### config.mk
export PLATFORM = sky130hd
export DESIGN_NAME = psam_front
export DESIGN_NICKNAME = d
export VERILOG_FILES = /design/src/rtl/psam_pkg.sv /design/src/rtl/psam_front.sv
export SDC_FILE = /design/constraint.sdc
export NUM_CORES = 1
export LEC_CHECK = 0
export BUFFER_PORTS_ARGS = -buffer_cell sky130_fd_sc_hd__buf_2
export CORE_UTILIZATION = 45
export DETAILED_ROUTE_END_ITERATION = 12
export HOLD_SLACK_MARGIN = 0.06
export PLACE_DENSITY = 0.69
export SYNTH_ARGS = -nofsm -noshare
export SYNTH_HDL_FRONTEND = slang
export SYNTH_SLANG_ARGS = --single-unit
### constraint.sdc
create_clock -name i_clk -period 4.6 [get_ports i_clk]
set_input_delay 0.92 -clock i_clk [delete_from_list [all_inputs] [get_ports i_clk]]
set_output_delay 0.92 -clock i_clk [all_outputs]
set_load 0.02 [all_outputs]
### src/rtl/psam_pkg.sv
package psam_pkg;
    localparam int Slots      = 4;
    localparam int FifoFrames = 4096;
    localparam int SlotW      = 2;
    localparam int PtrW       = 12;
    localparam int FillW      = 13;
    localparam int AddrW      = SlotW + PtrW;
    localparam int MaxChunk   = 64;
    localparam int InW        = 56;  // tdata width of slave side
    localparam int OutW       = 40;  // tdata width of master side

    localparam logic [2:0] OpWrite     = 3'd0;
    localparam logic [2:0] OpOpen      = 3'd1;
    localparam logic [2:0] OpFinish    = 3'd2;
    localparam logic [2:0] OpFinishAll = 3'd3;
    localparam logic [2:0] OpTick      = 3'd4;

    localparam logic [1:0] StOk    = 2'd0;
    localparam logic [1:0] StFull  = 2'd1;
    localparam logic [1:0] StStale = 2'd2;

    localparam logic RegPrime = 1'b0;
    localparam logic RegChunk = 1'b1;

    typedef struct packed {
        logic [2:0]  op;
        logic [1:0]  slot;
        logic [15:0] generation;
        logic [15:0] left_in;
        logic [15:0] right_in;
    } t_cmd;

    typedef enum logic [2:0] {
        S_IDLE, S_SCAN, S_READ, S_ACC, S_EMIT, S_ANS
    } t_state;

    function automatic logic [15:0] sat16(input logic signed [17:0] v);
        if (v > 18'sd32767) return 16'h7fff;
        else if (v < -18'sd32768) return 16'h8000;
        else return v[15:0];
    endfunction
endpackage

### src/rtl/psam_front.sv
// Accepts commands, drops ops 5..7, and holds the rest in a two-entry queue.
module psam_front import psam_pkg::*; (
    input  logic   i_clk,
    input  logic   i_rst_n,
    input  logic   i_valid,
    output logic   o_ready,
    input  t_cmd   i_cmd,
    output logic   o_valid,
    input  logic   i_ready,
    output t_cmd   o_cmd
);
    t_cmd       r_q [2];
    logic [1:0] r_cnt;
    logic       r_rd;
    logic       push, pop;

    assign o_ready = (r_cnt != 2'd2);
    assign o_valid = (r_cnt != 2'd0);
    assign o_cmd   = r_q[r_rd];
    assign push    = i_valid && o_ready && (i_cmd.op <= OpTick);  // unused ops dropped
    assign pop     = o_valid && i_ready;

    always_ff @(posedge i_clk) begin
        if (!i_rst_n) begin
            r_cnt <= '0;
            r_rd  <= 1'b0;
        end else begin
            r_cnt <= r_cnt + {1'b0, push} - {1'b0, pop};
            if (pop) r_rd <= ~r_rd;
        end
        if (push) r_q[r_rd ^ r_cnt[0]] <= i_cmd;
    end
endmodule

==> results of run 1 <==
## layer usage
| layer | up-vias | global-route usage [%] | part of all wire, % |
|---|---|---|---|
| met5 | - | 0 | 0 |
| met4 | 0 | 5.77 | 1.5 |
| met3 | 9 | 5.68 | 6.8 |
| met2 | 70 | 23.1 | 49 |
| met1 | 966 | 17.9 | 43 |
| li1 | 979 | - | - |
## through the flow
step / hold slack (ps) / worst slack [ps]
final: 515 / 1450
after global routing: 550 / 1260
after CTS: 515 / 1350
after detailed placement: 498 / 1580
after global placement: 490 / 1690
after floorplan: 476 / 1690
## cells in the mapped netlist, types with 2 or more instances
library cell,number
mux2_4,4
ha_1,2
mux2_2,49
buf_6,6
dfxtp_1,4
mux2i_1,2
edfxtp_1,106
inv_1,2
nand2b_1,2
## kinds of logic (layout without fill, tap and decap cells)
group / count (synthesis) / after routing / synth area share [%]
simple gates: 9 / 9 / 1.50
buf+inv: 8 / 133 / 1.83
mux: 55 / 55 / 15.4
xor+xnor: 2 / 2 / 0.763
flops: 110 / 110 / 79.6
compound gates: 2 / 2 / 0.305
fa+ha+maj: 2 / 2 / 0.610
## layout make-up
class | instances | area [um^2] | area share (%)
sequential | 110 | 3260 | 66.0
inverter | 2 | 7.51 | 0.152
tap | 108 | 135 | 2.73
multi-input combinational | 70 | 763 | 15.4
clock inverter | 6 | 62.6 | 1.26
clock buffer | 9 | 124 | 2.50
timing repair buffer | 116 | 593 | 12.0
## state kept, by name, summed over array words and instances (netlist names), named ones only
| signal | flops |
|---|---|
| r_q | 106 |
| r_cnt | 2 |
| r_rd | 1 |
## tightest hold or removal path: cells and delay by family, from the launching register on
kind | cells | cell delay (ps)
flip-flops | 1 | 340
multiplexers | 1 | 60
AND/OR/NAND/NOR | 1 | 80
## where the power goes
group          switching (mW)  internal, mW
registers              0.0945          1.33
clock network           0.302         0.248
logic                   0.475         0.359
total                   0.871          1.94
## layout by cell type (no fill, tap or decap), drive strengths merged
cell type  netlist  routed
or2              1       1
o21a             1       1
mux2            53      53
dfxtp            4       4
inv              2       3
clkinvlp         0       2
buf              6     116
edfxtp         106     106
nor2b            1       1
mux2i            2       2
xor2             1       1
clkinv           0       2
clkbuf           0       9
o21ai            1       1
bufinv           0       1
ha               2       2
and4             1       1
and4bb           1       1
xnor3            1       1
and2             1       1
nand2b           2       2
nand3            1       1
nand2            1       1
## worst paths after layout
kind | to | cells past startpoint | slack [ps]
min | flop | 2 | 520
min reg2reg | flop | 2 | 520
max | o_cmd[23] | 3 | 1450
max reg2reg | r_q[1][25]$_DFFE_PP_ | 3 | 2420
==> results.md, run 1 <==
- Synth area leader: edfxtp_1
- Fin crit period: 3150 ps
- DP Cell Count: 406
- First-pass GRT wire length: 10.3 mm
- Nature of the critical path endpoint: output pin
- TritonCTS clock tree: yes
- CTS clk-pin slew, worst paths: 80 ps
- Synth top area cells: edfxtp_1, mux2_2, dfxtp_1, buf_6, mux2_4
- FFs w/ async S/R, synth: 0%
- Worst setup path category: reg2out
- Status: finished, final reports clean
- Setup-failing EPs final: 0
- CP bufs+invs: 2
- Critical path, cell by cell: buf_4, mux2_2, buf_2
- Worst clock skew: 14.6 ps
- Die Ht: 97.5 um
- Critical path peak fanout: 43
- CTS Buffer Depth: 2
- Post-Route WL: 6.57 mm
- Die Area: 0.00950 mm^2
- Syn. warnings: 0
- Fin area: 0.00495 mm^2
- Yosys top cell area share: 77.6%
- Synth-to-layout area growth: 20.7%
- Slew Viols, Final: 0
- Layout Cells excl Fill: 421
- Vias per inst: 4.81
- Post-CTS Hold Buffers: 0
- Post-route setup TNS: 0 ps
- CTS buffer count: 9
- Dpl hpwl: 4.28 mm
- Yosys cell types: 20
- Per-cell routed wire length: 15.6 um
- Share of cells above drive strength 1: 59.7%
- CTS H-tree lvls: 3
- VDD IR-drop max: 0.000338 V
- Fmax: 0.318 GHz
- Top delay family on crit path: flip-flops
- Drc violations: 0
- Antenna fix cells: 0
- CP startpoint kind: flop
- CTS Root Cell: clkbuf_8
- Overflow after GRT: 0
- Worst-margin pin slew: 1100 ps
- Row count: 34
- # IOs: 112
- Post-CTS setup buffers: 0
- #FFs+latches synth: 110
- CTS resizes: 0
- Largest net degree at the start of global routing: 44
- Placed Area: 0.00476 mm^2
- TritonRoute pass-1 iters: 4
- Placer Congestion: 0.662
- End-of-flow core utilization: 56.5%
- Seq/Total Area, Yosys: 79.6%
- Synthesized instance count: 188
- CP peak stage delay: 1040 ps
- R2r startpoint: r_cnt[0]$_SDFF_PN0_
- Num Clock Sinks: 110
- Net Count, Synth: 247
- Fill cell count: 717
- Initial antenna violation count: 0
- CORE AREA: 0.00876 mm^2
- Final period util: 68.4%
- Die width: 97.5 um
- Power Total: 2.81 mW
- Worst EP required: 3680 ps
- Starting Density: 46.8%
- I/O Buffers: 111
- Slowest-stage cell, CP: dfxtp_2
- MaxCap Viol Count: 0
- DRT iter0 DRCs: 53
- Vias in the first global route: 2,098
- Antenna-violating nets left: 0
- Worst slew margin: 27.0%
- Clock Latency Late Sink: 360 ps
- Vias post-DR: 2,024
- Lkg Pwr: 1.85 nW
- Nets: 368
- Final Hold Viols: 0
- Synthesized area: 0.00410 mm^2
- Ys flop type: edfxtp_1
- Hold Startpoint: r_rd$_SDFFE_PN0P_
- RSZ-0062 raised after global routing: false
- All-layer global routing usage: 14.5%
- Post-synth EDFFs: 106
- Synthesized area per cell: 21.8 um^2
- Power Dens Cells: 567 mW/mm^2
- Worst min path class: reg2reg
- Worst EP arrival: 2230 ps
Note: power is estimated with default switching activity, not from simulation.
==> run 2: changes to the inputs <==
Clock period 4.6 ns to 3.1 ns, I/O delays scaled along.
==> run 2 against run 1 <==
Compared with the run above: clock power rose by 37%; clock skew shrank 5.5 ps; largest cell class unchanged; total power is 47% higher; setup slack got worse by 590 ps; critical endpoint is now o_cmd[35]; final cell count stayed put; flip-flop and latch count unchanged; non-clock buffer count fell by 1; first-iteration DRC count fell by 7.5%; combinational power up 58%; core utilization grew 0.057 points; via count increased by 2.4%; sequential share of layout area fell by 0.067 points.
==> results.md, run 2 (synthesized netlist as in run 1, its figures left out) <==
- Post-CTS setup buffers: 0 (unchanged)
- CORE AREA: 0.00876 mm^2 (unchanged)
- Final period util: 72.3%
- Critical path peak fanout: 29 (-33%)
- Internal power: 2.80 mW (+45%)
- First-pass GRT wire length: 10.2 mm (-0.93%)
- Final Hold Viols: 0 (unchanged)
- Nets: 367 (-0.27%)
- CP startpoint kind: flop
- Combinational fraction of design power: 32.2% (+2.5 points)
- Worst min path class: in2reg
- Fmax: 0.446 GHz
- Share of cells above drive strength 1: 59.4% (-0.32 points)
- Fin area: 0.00495 mm^2 (+0.10%)
- Placed Area: 0.00478 mm^2 (+0.37%)
- Clock Latency Late Sink: 360 ps (about the same)
- CTS buffer count: 9 (unchanged)
- Clock power share: 18.3% (-1.3 points)
- Vias in the first global route: 2,085 (-0.62%)
- RSZ-0062 raised after global routing: false
- Switching Share: 31.8% (+0.79 points)
- Drc violations: 0 (unchanged)
- All-layer global routing usage: 14.3% (-0.27 points)
- Power Dens Cells: 830 mW/mm^2 (+46%)
- TritonRoute pass-1 iters: 4 (unchanged)
- Worst EP required: 2480 ps (-1200 ps)
- Worst-margin pin slew: 421 ps (-674 ps)
- Die Ht: 97.5 um (unchanged)
- Worst setup path category: reg2out
- Nature of the critical path endpoint: output pin
- Overflow after GRT: 0 (unchanged)
- Flop pwr share: 49.5% (-1.2 points)
- Placer Congestion: 0.669 (+1.1%)
- Vias per inst: 4.92 (+2.4%)
- Setup-failing EPs final: 0 (unchanged)
- Post-Route WL: 6.59 mm (+0.18%)
- Commonest non-fill, non-tap cells in the layout: buf_2, edfxtp_1, mux2_2
- I/O Buffers: 111 (unchanged)
- Die Area: 0.00950 mm^2 (unchanged)
- CTS Root Cell: clkbuf_8
- CTS resizes: 0 (unchanged)
- Num Clock Sinks: 110 (unchanged)
- Antenna-violating nets left: 0 (unchanged)
- Per-cell routed wire length: 15.6 um (+0.18%)
- Antenna fix cells: 0 (unchanged)
- Die width: 97.5 um (unchanged)
- Post-route setup TNS: 0 ps (unchanged)
- Dpl hpwl: 4.19 mm (-2.1%)
- Max reg flops: 106 (unchanged)
- Worst EP arrival: 1620 ps (-610 ps)
- Starting Density: 46.8% (unchanged)
- Status: finished, final reports clean
- Net Sw Power: 1.31 mW (+50%)
- MaxCap Viol Count: 0 (unchanged)
- Synth-to-layout area growth: 20.8%
- DRT iter0 DRCs: 49 (-7.5%)
- Slew Viols, Final: 0 (unchanged)
- Initial antenna violation count: 0 (unchanged)
- CTS H-tree lvls: 3 (unchanged)
- End-of-flow core utilization: 56.5% (+0.057 points)
- Vias post-DR: 2,073 (+2.4%)
- CTS Buffer Depth: 2 (unchanged)
- Row count: 34 (unchanged)
- CTS clk-pin slew, worst paths: 100 ps (+20 ps)
- Post-CTS Hold Buffers: 0 (unchanged)
- Lkg Pwr: 1.85 nW (-0.16%)
- Worst slew margin: 71.9% (+45 points)
- TritonCTS clock tree: yes
- Fin crit period: 2240 ps
- Most common cell after layout, fill and taps aside: buf_2
- Worst clock skew: 9.08 ps (-5.49 ps)
- # IOs: 112 (unchanged)
- Largest net degree at the start of global routing: 54 (+23%)
- VDD IR-drop max: 0.000449 V (+33%)
[run 2: cell count changes in the layout (fill, tap and decap cells not counted), sizes merged]
cell	change
bufinv	-1
clkinv	+3
buf	-1
clkinvlp	-1
[run 2: critical path, cell delays in order (launching register included)]
cell     delay [ps]
dfxtp_2         330
buf_4           380
mux2_2          400
buf_2           160
[run 2: layout make-up]
type	count	area, um^2
sequential	110	3260
timing repair buffer	115	611
inverter	2	7.51
fill	712	3810
multi-input combinational	70	763
clock inverter	7	50.0
tap	108	135
clock buffer	9	124
[run 2: worst paths after layout]
check / start / slack (ps) / to / cells after the start
max: flop / 860 / o_cmd[35] / 3
min: i_cmd[18] / 450 / r_q[0][18]$_DFFE_PP_ / 1
max reg2reg: r_cnt[0]$_SDFF_PN0_ / 1530 / r_cnt[1]$_SDFF_PN0_ / 7
min reg2reg: r_rd$_SDFFE_PN0P_ / 520 / flop / 2
[run 2: through the flow]
stage | cells | setup WS (ps) | hold slack (ps) | total power [mW]
after CTS | 421 | 823 | 423 | 4.18
after floorplan | 188 | 492 | 476 | 3.02
after global routing | 421 | 768 | 413 | 4.32
after global placement | 405 | 1140 | 493 | 3.40
after detailed placement | 405 | 1010 | 508 | 3.42
final | 421 | 860 | 445 | 4.11
[run 2: layer usage]
metal  track usage, %  up-vias  routed length (um)
met5                0        -                   0
met4             6.79        0                  74
met3             4.46        6                 402
met2             22.5       67                3250
met1             18.0     1022                2850
li1                 -      978                   -
[run 2: power groups by stage]
| stage | sequential, mW | combinational (mW) | clock [mW] |
|---|---|---|---|
| detailed placement | 2.07 | 1.35 | 0 |
| floorplan | 2.06 | 0.964 | 0 |
| finish | 2.03 | 1.32 | 0.755 |
| CTS | 2.04 | 1.35 | 0.785 |
| global route | 2.06 | 1.42 | 0.844 |
| global placement | 2.06 | 1.34 | 0 |
